## src/hw/rtl/ddm_pkg.sv

```systemverilog
// Shared types and constants for the differential drive mixer.
package ddm_pkg;

  localparam int unsigned AdcBits  = 10;
  localparam int unsigned DutyW    = 16;
  localparam int unsigned FieldW   = 16;
  localparam int unsigned ProdW    = AdcBits + DutyW;
  localparam int unsigned MidSh    = AdcBits - 1;
  localparam int unsigned CfgIdxW  = 2;

  localparam logic [AdcBits-1:0] MidCode = {1'b1, {MidSh{1'b0}}};
  // Divisor of the base duty; a deviation at or above it saturates to full scale.
  localparam logic [AdcBits-1:0] SatDev  = MidCode - AdcBits'(1);

  localparam logic [DutyW-1:0] PwmTopRst   = 16'd10000;
  localparam logic [7:0]       OvertempRst = 8'd70;

  localparam logic [CfgIdxW-1:0] RegPwmTop   = 2'd0;
  localparam logic [CfgIdxW-1:0] RegOvertemp = 2'd1;

  typedef enum logic [1:0] {
    DIR_STOP = 2'd0,
    DIR_FWD  = 2'd1,
    DIR_REV  = 2'd2
  } drive_dir_e;

  typedef enum logic {
    ACT_BRAKE  = 1'b0,
    ACT_SAMPLE = 1'b1
  } action_e;

  // Per-sample control that rides along the arithmetic pipeline.
  typedef struct packed {
    drive_dir_e dir;
    logic       kill;
    logic       light;
    logic       sneg;
    logic       sat;
  } ddm_ctl_t;

endpackage

```

## src/hw/rtl/differential_drive_mixer.sv

```systemverilog
// Differential drive mixer: brake latch, over-temperature cutoff and duty mixing pipeline.
// Throughput: one transaction per cycle unless the result channel stalls;
// a four-stage pipeline plus output register.
// Brake events update state at acceptance and never reach the output.
// Reset: rst_ni is asynchronous active low; it empties the pipeline, clears the
// brake state and loads pwm_top = 10000 and overtemp_limit = 70.
module differential_drive_mixer (
  input  logic        clk_i,
  input  logic        rst_ni,
  // configuration write channel
  input  logic        cfg_valid_i,
  output logic        cfg_ready_o,
  input  logic [1:0]  cfg_index_i,
  input  logic [15:0] cfg_data_i,
  // input channel
  input  logic        in_valid_i,
  output logic        in_ready_o,
  input  logic        action_i,
  input  logic [9:0]  speed_sample_i,
  input  logic [9:0]  steer_sample_i,
  input  logic [10:0] temperature_i,
  // result channel
  output logic        out_valid_o,
  input  logic        out_ready_i,
  output logic [15:0] left_duty_o,
  output logic [15:0] right_duty_o,
  output logic [1:0]  drive_dir_o,
  output logic        brake_light_o
);

  localparam int unsigned AdcBits = ddm_pkg::AdcBits;
  localparam int unsigned DutyW   = ddm_pkg::DutyW;
  localparam int unsigned ProdW   = ddm_pkg::ProdW;
  localparam int unsigned MidSh   = ddm_pkg::MidSh;

  // ---------------------------------------------------------------------------
  // Configuration registers. Writes must arrive only while the block is idle,
  // which the block itself does not enforce, so every stage reads them directly.
  // ---------------------------------------------------------------------------
  logic [DutyW-1:0] pwm_top_q;
  logic [7:0]       overtemp_q;

  assign cfg_ready_o = 1'b1;

  always_ff @(posedge clk_i or negedge rst_ni) begin
    if (!rst_ni) begin
      pwm_top_q  <= ddm_pkg::PwmTopRst;
      overtemp_q <= ddm_pkg::OvertempRst;
    end else if (cfg_valid_i) begin
      // Drop writes to indexes beyond the register list.
      if (cfg_index_i == ddm_pkg::RegPwmTop) pwm_top_q <= cfg_data_i;
      if (cfg_index_i == ddm_pkg::RegOvertemp) overtemp_q <= cfg_data_i[7:0];
    end
  end

  // ---------------------------------------------------------------------------
  // Pipeline flow control. Each stage advances when it is empty or when the
  // stage after it advances, so bubbles collapse and a waiting result does not
  // block new transactions from entering while any stage is still empty.
  // ---------------------------------------------------------------------------
  logic s1_v_q, s2_v_q, s3_v_q, s4_v_q, out_v_q;
  logic out_en, s4_en, s3_en, s2_en, s1_en;
  logic in_acc, smp_acc;

  assign out_en  = !out_v_q || out_ready_i;
  assign s4_en   = !s4_v_q || out_en;
  assign s3_en   = !s3_v_q || s4_en;
  assign s2_en   = !s2_v_q || s3_en;
  assign s1_en   = !s1_v_q || s2_en;

  assign in_ready_o = s1_en;
  assign in_acc     = in_valid_i && s1_en;
  assign smp_acc    = in_acc && (action_i == ddm_pkg::ACT_SAMPLE);

  always_ff @(posedge clk_i or negedge rst_ni) begin
    if (!rst_ni) begin
      s1_v_q  <= 1'b0;
      s2_v_q  <= 1'b0;
      s3_v_q  <= 1'b0;
      s4_v_q  <= 1'b0;
      out_v_q <= 1'b0;
    end else begin
      if (s1_en)  s1_v_q  <= smp_acc;
      if (s2_en)  s2_v_q  <= s1_v_q;
      if (s3_en)  s3_v_q  <= s2_v_q;
      if (s4_en)  s4_v_q  <= s3_v_q;
      if (out_en) out_v_q <= s4_v_q;
    end
  end

  // ---------------------------------------------------------------------------
  // Acceptance: decode the sample and run the brake state machine in order of
  // arrival. Brake state updates here, so the lamp value travels with the item.
  // ---------------------------------------------------------------------------
  logic [ddm_pkg::FieldW-1:0] speed_ext, steer_ext;
  logic [AdcBits-1:0]         speed, steer, dev, smag;
  logic                       sneg, overtemp;
  ddm_pkg::drive_dir_e        dir;
  ddm_pkg::ddm_ctl_t          ctl0;

  logic pending_q, pending_d;
  logic latch_q, latch_d;
  logic light_q, light_d;

  always_comb begin
    // Mask the converter readings to the converter width.
    speed_ext = ddm_pkg::FieldW'(speed_sample_i);
    steer_ext = ddm_pkg::FieldW'(steer_sample_i);
    speed     = speed_ext[AdcBits-1:0];
    steer     = steer_ext[AdcBits-1:0];

    if (speed > ddm_pkg::MidCode)      dir = ddm_pkg::DIR_FWD;
    else if (speed < ddm_pkg::MidCode) dir = ddm_pkg::DIR_REV;
    else                               dir = ddm_pkg::DIR_STOP;

    dev  = (speed >= ddm_pkg::MidCode) ? speed - ddm_pkg::MidCode
                                       : ddm_pkg::MidCode - speed;
    sneg = steer < ddm_pkg::MidCode;
    smag = sneg ? ddm_pkg::MidCode - steer : steer - ddm_pkg::MidCode;

    // Negative temperatures are sensor error codes; they exceed only a negative limit.
    overtemp = $signed(temperature_i) > $signed({{3{overtemp_q[7]}}, overtemp_q});
  end

  always_comb begin
    pending_d = pending_q;
    latch_d   = latch_q;
    light_d   = light_q;
    if (in_acc) begin
      if (action_i == ddm_pkg::ACT_BRAKE) begin
        pending_d = 1'b1;
        latch_d   = !latch_q;
      end else if (dir != ddm_pkg::DIR_STOP && pending_q) begin
        // Light the lamp; release brake and lamp at once if the latch is clear.
        pending_d = latch_q;
        light_d   = latch_q;
      end
    end
  end

  always_ff @(posedge clk_i or negedge rst_ni) begin
    if (!rst_ni) begin
      pending_q <= 1'b0;
      latch_q   <= 1'b0;
      light_q   <= 1'b0;
    end else begin
      pending_q <= pending_d;
      latch_q   <= latch_d;
      light_q   <= light_d;
    end
  end

  always_comb begin
    ctl0.dir   = dir;
    // Centered stick, pending brake and over-temperature all stop the motors.
    ctl0.kill  = (dir == ddm_pkg::DIR_STOP) || pending_q || overtemp;
    ctl0.light = light_d;
    ctl0.sneg  = sneg;
    ctl0.sat   = dev >= ddm_pkg::SatDev;
  end

  // Stage 1: input register.
  ddm_pkg::ddm_ctl_t  s1_ctl_q;
  logic [AdcBits-1:0] s1_dev_q, s1_smag_q;

  always_ff @(posedge clk_i) begin
    if (s1_en) begin
      s1_ctl_q  <= ctl0;
      s1_dev_q  <= dev;
      s1_smag_q <= smag;
    end
  end

  // ---------------------------------------------------------------------------
  // Stage 1 -> 2: scale both deviations by the full-scale count.
  // ---------------------------------------------------------------------------
  logic [ProdW-1:0]  prod_b, prod_s;
  ddm_pkg::ddm_ctl_t s2_ctl_q;
  logic [ProdW-1:0]  s2_prod_b_q, s2_prod_s_q;

  assign prod_b = ProdW'(s1_dev_q) * ProdW'(pwm_top_q);
  assign prod_s = ProdW'(s1_smag_q) * ProdW'(pwm_top_q);

  always_ff @(posedge clk_i) begin
    if (s2_en) begin
      s2_ctl_q    <= s1_ctl_q;
      s2_prod_b_q <= prod_b;
      s2_prod_s_q <= prod_s;
    end
  end

  // ---------------------------------------------------------------------------
  // Stage 2 -> 3: estimate the quotient by (mid - 1) with the geometric series
  // x/(2^k - 1) ~ (x + x>>k + x>>2k + x>>3k) >> k. The estimate is low by at
  // most one. The steering offset divides by mid, a plain shift.
  // ---------------------------------------------------------------------------
  logic [ProdW:0]    est_sum;
  logic [DutyW-1:0]  q_est, off_mag;
  ddm_pkg::ddm_ctl_t s3_ctl_q;
  logic [ProdW-1:0]  s3_x_q;
  logic [DutyW-1:0]  s3_q_q, s3_m_q;

  always_comb begin
    est_sum = (ProdW+1)'(s2_prod_b_q)
            + (ProdW+1)'(s2_prod_b_q >> MidSh)
            + (ProdW+1)'(s2_prod_b_q >> (2 * MidSh))
            + (ProdW+1)'(s2_prod_b_q >> (3 * MidSh));
    q_est   = DutyW'(est_sum >> MidSh);
    off_mag = DutyW'(s2_prod_s_q >> MidSh);
  end

  always_ff @(posedge clk_i) begin
    if (s3_en) begin
      s3_ctl_q <= s2_ctl_q;
      s3_x_q   <= s2_prod_b_q;
      s3_q_q   <= q_est;
      s3_m_q   <= off_mag;
    end
  end

  // ---------------------------------------------------------------------------
  // Stage 3 -> 4: correct the quotient from its remainder; a saturated stick
  // takes full scale.
  // ---------------------------------------------------------------------------
  logic [ProdW-1:0]  q_times, rem;
  logic [DutyW-1:0]  base;
  ddm_pkg::ddm_ctl_t s4_ctl_q;
  logic [DutyW-1:0]  s4_base_q, s4_m_q;

  always_comb begin
    q_times = (ProdW'(s3_q_q) << MidSh) - ProdW'(s3_q_q);
    rem     = s3_x_q - q_times;
    if (s3_ctl_q.sat) base = pwm_top_q;
    else if (rem >= ProdW'(ddm_pkg::SatDev)) base = s3_q_q + DutyW'(1);
    else base = s3_q_q;
  end

  always_ff @(posedge clk_i) begin
    if (s4_en) begin
      s4_ctl_q  <= s3_ctl_q;
      s4_base_q <= base;
      s4_m_q    <= s3_m_q;
    end
  end

  // ---------------------------------------------------------------------------
  // Stage 4 -> output: mix base and offset into the two sides, clamp to
  // 0..pwm_top, and apply the stop conditions.
  // ---------------------------------------------------------------------------
  logic [DutyW:0]      sum;
  logic [DutyW-1:0]    hi, lo, left, right;
  ddm_pkg::drive_dir_e dir_out;

  always_comb begin
    sum = (DutyW+1)'(s4_base_q) + (DutyW+1)'(s4_m_q);
    hi  = (sum > (DutyW+1)'(pwm_top_q)) ? pwm_top_q : sum[DutyW-1:0];
    lo  = (s4_base_q >= s4_m_q) ? s4_base_q - s4_m_q : '0;
    // Steering right of center adds to the right side.
    left    = s4_ctl_q.sneg ? hi : lo;
    right   = s4_ctl_q.sneg ? lo : hi;
    dir_out = s4_ctl_q.dir;
    if (s4_ctl_q.kill) begin
      left    = '0;
      right   = '0;
      dir_out = ddm_pkg::DIR_STOP;
    end
  end

  logic [DutyW-1:0]    out_left_q, out_right_q;
  ddm_pkg::drive_dir_e out_dir_q;
  logic                out_light_q;

  // Hold the result until it is taken.
  always_ff @(posedge clk_i) begin
    if (out_en) begin
      out_left_q  <= left;
      out_right_q <= right;
      out_dir_q   <= dir_out;
      out_light_q <= s4_ctl_q.light;
    end
  end

  assign out_valid_o   = out_v_q;
  assign left_duty_o   = out_left_q;
  assign right_duty_o  = out_right_q;
  assign drive_dir_o   = out_dir_q;
  assign brake_light_o = out_light_q;

endmodule

```

## config.mk

```make
export PLATFORM = sky130hd
export DESIGN_NAME = differential_drive_mixer
export DESIGN_NICKNAME = d
export VERILOG_FILES = /design/src/hw/rtl/ddm_pkg.sv /design/src/hw/rtl/differential_drive_mixer.sv
export SDC_FILE = /design/constraint.sdc
export NUM_CORES = 1
export LEC_CHECK = 0
export ABC_CLOCK_PERIOD_IN_PS = 9400
export BUFFER_PORTS_ARGS = -buffer_cell sky130_fd_sc_hd__buf_4
export CORE_ASPECT_RATIO = 0.6
export CORE_MARGIN = 3
export CORE_UTILIZATION = 65
export DETAILED_ROUTE_END_ITERATION = 8
export HOLD_SLACK_MARGIN = 0.03
export PLACE_DENSITY = 0.87
export SYNTH_ARGS = -nofsm -noshare
export SYNTH_HDL_FRONTEND = slang
export SYNTH_SLANG_ARGS = --single-unit
```

## constraint.sdc

```tcl
create_clock -name clk_i -period 9.4 [get_ports clk_i]
set_input_delay 1.88 -clock clk_i [delete_from_list [all_inputs] [get_ports clk_i]]
set_output_delay 1.88 -clock clk_i [all_outputs]
set_load 0.005 [all_outputs]
```

==> qor.yml, run 1 <==
status: "finished clean"
finalSetupViolations: 0
highest_layer: "met4"
cts_setup_buffers: 0
drt-total-wl_um: 58100
grt_pass1_vias: 17488
synth_nets: 2848
synthArstFlopShare: 0.132
most-common-layout-cells: "inv_1 (351), ha_1 (247), nand2_1 (235)"
wl_per_cell_um: 20.5
cts_tree: "done"
min_period_over_period: 0.734
syn2layout_area_growth_pct: 7.95
tns_ns: 0
cp.required_ns: 9.68
drive_gt1_frac: 0.0827
grt_pass1_wl_um: 93500
cts_hold_buf: 0
ios: 93
synth-seq-area-share: 0.304
post_cts_resized: 0
synth_ff_type: "edfxtp_1"
path_clk_slew_ns: 0.07
crit_type: "flop to flop"
htree_levels: 1
layout_commonest_cell: "inv_1"
fmax_ghz: 0.145
arrival_ns: 7.18
synth-seq-cells: 242
ys_types: 75
antenna_left: 0
place_ws_ns: 2.67
cap_violations: 0
drc: 0
initial_core_util: 0.664
drt_iter0_drc: 1520
track_usage: 0.309
worstPathMaxFanout: 23
grt_max_degree: 66
syn-instance-count: 2312
layout.nets: 2889
wl_met3_um: 6660
hold_path.class: "flop to flop"
coreArea_um2: 35300
report.final.hold_viol_count: 0
io_buffers: 91
met1_length_um: 24700
dieWidth_um: 251
drt-pass1-iter-count: 6
cts_buffers: 24
cts_max_path_buffers: 3
fin_skew_ns: 0.0193
ys_warn_count: 0
antennaDiodeCount: 0
dr_wl_met2_um: 25100
fin_ws_ns: 2.50
fp.dieArea_um2: 38500
die-height_um: 153
slew_violations: 0
grt_overflow: 0
cts_root_buffer: "clkbuf_16"
end_kind: "flop"
gp_congestion: 0.963
antenna_found_initial: 1
tightest_slew_ns: 0.958
cts_sinks: 242
slew_headroom: 0.361
avgSynthCellArea_um2: 10.1
vias_per_cell: 6.07
rsz0062_at_grt: "false"
dr_total_vias: 17236
fin_util: 0.717
fin_crit_ns: 6.90
synth-edff-count: 210
netlist_area_um2: 23400
clkLatencyLatePin_ns: 0.55
hold_slack_ns: 0.417
worstSetupStartpointType: "flop"
rows: 53
hpwl_um: 44400
==> layout make-up <==
class | instances | area, um^2
Clock buffer | 27 | 632
Clock inverter | 17 | 220
Fill cell | 2368 | 9970
Inverter | 352 | 1320
Multi-Input combinational cell | 1628 | 14600
Sequential cell | 242 | 7120
Tap cell | 467 | 584
Timing Repair Buffer | 105 | 788
==> final timing paths <==
| kind | from | to | slack, ns | cells after the start |
|---|---|---|---|---|
| worst max-delay path | pwm_top_q[7] | s2_prod_s_q[24] | 2.50 | 19 |
| worst min-delay path | s3_m_q[3] | s4_m_q[3] | 0.42 | 0 |
| worst max register to register | pwm_top_q[7] | s2_prod_s_q[24] | 2.50 | 19 |
| worst min register to register | s3_m_q[3] | s4_m_q[3] | 0.42 | 0 |
| max in group asynchronous | rst_ni | pwm_top_q[8] | 7.78 | 1 |
| min in group asynchronous | rst_ni | overtemp_q[4] | 1.27 | 1 |
==> cells by family after synthesis <==
group / count (synthesis) / synth area share
AO/OA/AOI/OAI: 315 / 0.0865
XOR/XNOR: 116 / 0.0433
adder cells (fa/ha/maj): 481 / 0.332
buffers and inverters: 442 / 0.0722
flip-flops: 242 / 0.304
multiplexers: 38 / 0.0173
other: 1 / 0.000160
AND/OR/NAND/NOR: 677 / 0.145
==> cells in the mapped netlist, types with 10 or more instances <==
| cell | instances | area (um^2) |
|---|---|---|
| inv_1 | 351 | 1320 |
| nor2b_1 | 16 | 100 |
| or3_1 | 11 | 68.8 |
| nand4_1 | 24 | 150 |
| edfxtp_1 | 210 | 6310 |
| a21oi_1 | 82 | 410 |
| and2_1 | 166 | 1040 |
| mux2_2 | 21 | 236 |
| and3_1 | 14 | 87.6 |
| nand3_1 | 32 | 160 |
| o22ai_1 | 23 | 144 |
| dfrtp_1 | 24 | 601 |
| nand2_1 | 235 | 882 |
| nor3_1 | 31 | 155 |
| fa_1 | 234 | 4680 |
| ha_1 | 247 | 3090 |
| a211oi_1 | 11 | 82.6 |
| o21ai_1 | 10 | 50.1 |
| nor2_1 | 90 | 338 |
| o21a_1 | 24 | 180 |
| a31oi_1 | 14 | 87.6 |
| clkbuf_1 | 80 | 300 |
| nand2b_1 | 15 | 93.8 |
| a21o_1 | 27 | 203 |
| xnor2_1 | 82 | 718 |
| o21bai_1 | 14 | 105 |
| o21ai_0 | 56 | 280 |
| xor2_1 | 34 | 298 |
| mux2i_1 | 17 | 170 |
==> per-layer routing <==
layer,global-route usage,up-vias
met5,0,-
li1,-,7761
met4,0.0861,0
met2,0.462,952
met1,0.454,8395
met3,0.0733,128
==> registers in the layout, summed over array words and instances, names as in the netlist, 2 cells and up <==
register / count
s1_smag_q: 10
s2_prod_s_q: 16
left_duty_o: 16
pwm_top_q: 16
s3_ctl_q: 6
s3_q_q: 16
s4_ctl_q: 5
s3_m_q: 16
s2_prod_b_q: 26
overtemp_q: 8
s1_dev_q: 10
s1_ctl_q: 6
s2_ctl_q: 6
drive_dir_o: 2
s4_m_q: 16
s4_base_q: 16
right_duty_o: 16
s3_x_q: 26
==> critical path, cell delays in order, from the launching register on <==
cell	delay (ns)
dfrtp_1	0.97
nand2_1	0.19
fa_1	0.57
inv_1	0.05
fa_1	0.50
inv_1	0.06
fa_1	0.54
inv_1	0.05
fa_1	0.49
fa_1	0.42
ha_1	0.22
or4_1	0.50
a21oi_1	0.17
o21ai_0	0.16
a221o_1	0.42
a31oi_1	0.34
o21a_1	0.25
o21ai_0	0.20
o41ai_1	0.40
xnor2_1	0.13
==> metrics by stage <==
step	cells	cell area, um^2
5_1_grt	2838	25300
3_5_place_dp	2794	24500
4_1_cts	2838	25300
2_1_floorplan	2312	23400
6_report	2838	25300
3_3_place_gp	2794	24500
Power of run 1 is left out: the tool's default activity adds up to more than one toggle a clock period on the data nets, which glitch-free logic cannot reach.
==> run 2: changes to the inputs <==
ABC_CLOCK_PERIOD_IN_PS = 5700   (was 9400)
CORE_UTILIZATION = 58   (was 65)
PLACE_DENSITY = 0.83   (was 0.87)
clock period = 5.7 ns   (was 9.4 ns; I/O delays follow)
==> run 2 against run 1 <==
Effect of this change: the run now ends with setup timing left; sequential share of layout area is 1.2 points lower; cell count up 5.6%; non-clock buffer count grew 106; die area rose by 12%; clock-buffer cell count is 3 higher; sequential cell count is the same; hold slack got worse by 0.015 ns.
==> qor.yml, run 2 (same netlist as run 1, synthesis figures left out) <==
status: "finished, violations left"
violations: "setup timing"
report.final.hold_viol_count: 0
slew_violations: 0
fin_skew_ns: 0.0176
end_kind: "flop"
fin_ws_ns: -0.114
wl_met3_um: 8120
vias_per_cell: 5.93
hpwl_um: 48700
place_ws_ns: -0.203
min_period_over_period: 1.02
rsz0062_at_grt: "true"
cap_violations: 0
slew_headroom: 0.282
fillers: 2774
initial_core_util: 0.594
antenna_left: 0
grt_max_degree: 51
dieWidth_um: 266
drive_gt1_frac: 0.138
final_cells: 2997
finalSetupViolations: 5
met1_length_um: 26800
grt_overflow: 0
cts_max_path_buffers: 3
grt_pass1_wl_um: 96300
largestRegisters: "s2_prod_b_q (26), s3_x_q (26)"
die-height_um: 162
fin_util: 0.670
clkLatencyLatePin_ns: 0.55
dp_cells: 2937
antennaDiodeCount: 0
dr_total_vias: 17772
cts_hold_buf: 0
drt-total-wl_um: 62200
crit_type: "flop to flop"
gp_congestion: 1.01
fp.dieArea_um2: 42900
tightest_slew_ns: 1.07
layout.nets: 2994
arrival_ns: 6.11
htree_levels: 1
fmax_ghz: 0.172
hold_path.class: "flop to flop"
antenna_found_initial: 1
cts_sinks: 242
wl_per_cell_um: 20.8
cts_root_buffer: "clkbuf_16"
post_dp_cell_area_um2: 25200
track_usage: 0.288
cts_buffers: 23
ff2ff_setup_slack_ns: -0.11
coreArea_um2: 39400
most-common-layout-cells: "inv_1 (349), ha_1 (242), fa_1 (234)"
path_clk_slew_ns: 0.08
rows: 56
cts_tree: "done"
syn2layout_area_growth_pct: 12.8
grt_pass1_vias: 17613
drc: 0
ios: 93
io_buffers: 91
highest_layer: "met5"
stdcell_area_um2: 26400
worstPathMaxFanout: 3
worstSetupStartpointType: "flop"
drt-pass1-iter-count: 5
dr_wl_met2_um: 26000
cp.required_ns: 6.00
layout_commonest_cell: "inv_1"
fin_crit_ns: 5.81
drt_iter0_drc: 2101
run 2: cell types whose count changed in the layout (fill, tap and decap cells not counted), moves of 3 or more:
cell / previous run / this run
a21oi_1: 82 / 78
a21oi_2: 1 / 4
and2_1: 166 / 163
and2_4: 1 / 4
buf_4: 105 / 198
buf_6: 0 / 11
clkbuf_8: 2 / 6
ha_1: 247 / 242
ha_4: 0 / 4
nand2_1: 235 / 231
nand2_2: 0 / 3
nor2_1: 90 / 87
o21ai_0: 56 / 51
o21ai_2: 0 / 3
run 2: area by class of cell:
class / instances / area [um^2] / share of cell area
Multi-Input combinational cell: 1628 / 14900 / 0.564
Sequential cell: 242 / 7120 / 0.269
Timing Repair Buffer: 211 / 1650 / 0.0624
Inverter: 352 / 1320 / 0.0500
Clock buffer: 30 / 662 / 0.0250
Tap cell: 522 / 653 / 0.0247
Clock inverter: 12 / 136 / 0.00516
run 2: critical path, cell delays in order (launching register included):
cell     delay (ns)
dfrtp_1        0.42
nand2_2        0.08
fa_1           0.55
inv_2          0.05
fa_1           0.57
inv_2          0.05
fa_1           0.51
inv_1          0.06
fa_1           0.52
fa_1           0.44
ha_2           0.21
or4_4          0.49
a21oi_4        0.16
o21ai_2        0.09
a221o_1        0.38
a31oi_4        0.20
o21a_1         0.22
o21ai_2        0.09
o41ai_2        0.35
xnor2_1        0.11
run 2: through the flow:
stage                     TNS (ns)  hold slack [ns]
after floorplan           -0.00824            0.400
after global placement      -0.139            0.402
after detailed placement    -0.998            0.405
after CTS                        0            0.408
after global routing         -1.77            0.411
final                       -0.255            0.402
run 2: worst paths after layout:
| path | cells past startpoint | from | endpoint |
|---|---|---|---|
| worst max-delay path | 19 | pwm_top_q[7] | s2_prod_s_q[24] |
| worst min-delay path | 0 | s3_m_q[3] | s4_m_q[3] |
| worst max register to register | 19 | pwm_top_q[7] | s2_prod_s_q[24] |
| worst min register to register | 0 | s3_m_q[3] | s4_m_q[3] |
| max in group asynchronous | 1 | rst_ni | pwm_top_q[13] |
| min in group asynchronous | 1 | rst_ni | overtemp_q[3] |
run 2: what timing repair did:
item	in CTS	in global routing
resized for setup	20	45
buffers inserted	9	10
pin swaps	23	46
endpoints found under the setup margin	11	12
run 2: layer usage:
metal  global-route usage  vias to the layer above
li1                     -                     7980
met1                0.437                     8649
met2                0.412                     1015
met3               0.0831                      126
met4               0.0576                        2
met5                    0                        -
Power of run 2 is left out for the same reason.
==> run 3: changes to the inputs <==
ABC_CLOCK_PERIOD_IN_PS = 6400   (was 5700)
CORE_UTILIZATION = 64   (was 58)
GPL_TIMING_DRIVEN = 1   (was default)
PLACE_DENSITY = 0.86   (was 0.83)
SKIP_LAST_GASP = 1   (was default)
clock period = 6.4 ns   (was 5.7 ns; I/O delays follow)
==> run 3 against run 2 <==
Effect of this change: the flow now finishes without violations; clock skew is 0.012 ns higher; cell count is 3.9% lower; first-iteration DRC count is 23% lower; wire length is 2.2% lower; via count is 2.1% lower; die area is 9.1% lower; critical path type unchanged.
==> qor.yml, run 3 (same netlist as run 1, synthesis figures left out) <==
crit_end: "s2_prod_s_q[24]"
crit_type: "flop to flop"
drt-total-wl_um: 60900
drt-pass1-iter-count: 5
cts_max_path_buffers: 3
report.final.hold_viol_count: 0
die-height_um: 154
hold_path.class: "flop to flop"
dr_total_vias: 17407
hold_slack_ns: 0.411
coreArea_um2: 35500
status: "finished clean"
cts_sinks: 242
wl_per_cell_um: 21.1
cap_violations: 0
fin_crit_ns: 6.24
grt_pass1_vias: 17647
place_ws_ns: 0.114
largestRegisters: "s2_prod_b_q (26), s3_x_q (26)"
cts_hold_buf: 0
antenna_found_initial: 3
worstSetupStartpointType: "flop"
antenna_left: 0
clkLatencyLatePin_ns: 0.56
cp_common_cell: "fa_1"
cp.depth: 18
track_usage: 0.317
drt_iter0_drc: 1617
fmax_ghz: 0.160
worstPathMaxFanout: 14
io_buffers: 91
rows: 53
r2r-end: "s2_prod_s_q[24]"
most-common-layout-cells: "inv_1 (351), ha_1 (247), nand2_1 (235)"
reg2reg_from: "pwm_top_q[2]"
layout_commonest_cell: "inv_1"
drc: 0
ios: 93
arrival_ns: 6.54
cp.required_ns: 6.70
hpwl_um: 47200
layout.nets: 2930
cts_buffers: 25
min_period_over_period: 0.975
crit_buf_inv: 2
fin_skew_ns: 0.0300
tightest_slew_ns: 1.06
cts_tree: "done"
fillers: 2450
gp_congestion: 0.970
rsz0062_at_grt: "true"
grt_pass1_wl_um: 96000
slowest_stage: "dfrtp_1"
grt_max_degree: 66
slew_headroom: 0.295
initial_core_util: 0.659
syn2layout_area_growth_pct: 9.35
cts_root_buffer: "clkbuf_16"
tns_ns: 0
crit_path_start: "pwm_top_q[2]"
r2r_cells: 18
path_clk_slew_ns: 0.07
fp.dieArea_um2: 39000
fin_ws_ns: 0.159
grt_overflow: 0
crit_chain: "and2_1 > fa_1 > fa_1 > inv_1 > fa_1 > inv_1 > fa_1 > fa_1 > ha_1 > or4_1 > a21oi_1 > o21ai_0 > a221o_1 > a31oi_2 > o21a_1 > o21ai_1 > o41ai_2 > xnor2_1"
drive_gt1_frac: 0.0987
slew_violations: 0
vias_per_cell: 6.04
finalSetupViolations: 0
cp_top_family: "adder cells"
slowest_delay_ns: 0.54
end_kind: "flop"
ff2ff_setup_slack_ns: 0.16
htree_levels: 1
dieWidth_um: 253
-- run 3: cell count changes in the layout (fill, tap and decap cells not counted), sizes merged --
| cell | previous run | this run |
|---|---|---|
| buf | 211 | 145 |
| bufinv | 2 | 4 |
| clkbuf | 30 | 27 |
| clkinv | 8 | 9 |
| clkinvlp | 2 | 4 |
| diode | 0 | 1 |
| inv | 352 | 353 |
-- run 3: layer usage --
metal	vias up	GRT usage	wire length [um]
li1	7840	-	-
met1	8452	0.462	25400
met2	945	0.461	25800
met3	164	0.101	7800
met4	6	0.0847	1780
met5	-	0	34
-- run 3: layout make-up --
type	count	area, um^2	share of cell area
Clock buffer	27	633	0.0247
Antenna cell	1	2.50	0.0000976
Multi-Input combinational cell	1628	14700	0.572
Sequential cell	242	7120	0.278
Clock inverter	18	219	0.00854
Inverter	352	1320	0.0515
Timing Repair Buffer	145	1090	0.0425
Tap cell	467	584	0.0228
-- run 3: worst min path at each step --
stage,cells past startpoint,endpoint,start,slack (ns)
5_1_grt,0,s4_ctl_q[3],s3_ctl_q[3],0.42
3_5_place_dp,0,s3_m_q[5],s2_prod_s_q[14],0.40
6_report,0,s3_m_q[5],s2_prod_s_q[14],0.41
2_1_floorplan,0,brake_light_o,s4_ctl_q[2],0.40
4_1_cts,0,s3_m_q[5],s2_prod_s_q[14],0.41
3_3_place_gp,0,s4_ctl_q[3],s3_ctl_q[3],0.40
-- run 3: metrics by stage --
step	util	std cells	cell area [um^2]
global placement	0.694	2823	24700
finish	0.721	2880	25600
floorplan	-	2312	23400
detailed placement	0.694	2823	24700
CTS	0.718	2868	25500
global route	0.721	2879	25600
-- run 3: repair_timing --
action                     in CTS  in global routing
resized for setup               0                  6
setup endpoints to repair       0                  7
setup buffers                   0                 11
-- run 3: worst reg2reg max path: stages, from the launching register on --
cell	delay [ns]
dfrtp_1	0.54
and2_1	0.24
fa_1	0.42
fa_1	0.49
inv_1	0.06
fa_1	0.54
inv_1	0.05
fa_1	0.49
fa_1	0.42
ha_1	0.22
or4_1	0.53
a21oi_1	0.26
o21ai_0	0.20
a221o_1	0.41
a31oi_2	0.35
o21a_1	0.24
o21ai_1	0.16
o41ai_2	0.25
xnor2_1	0.11
Power of run 3 is left out for the same reason.
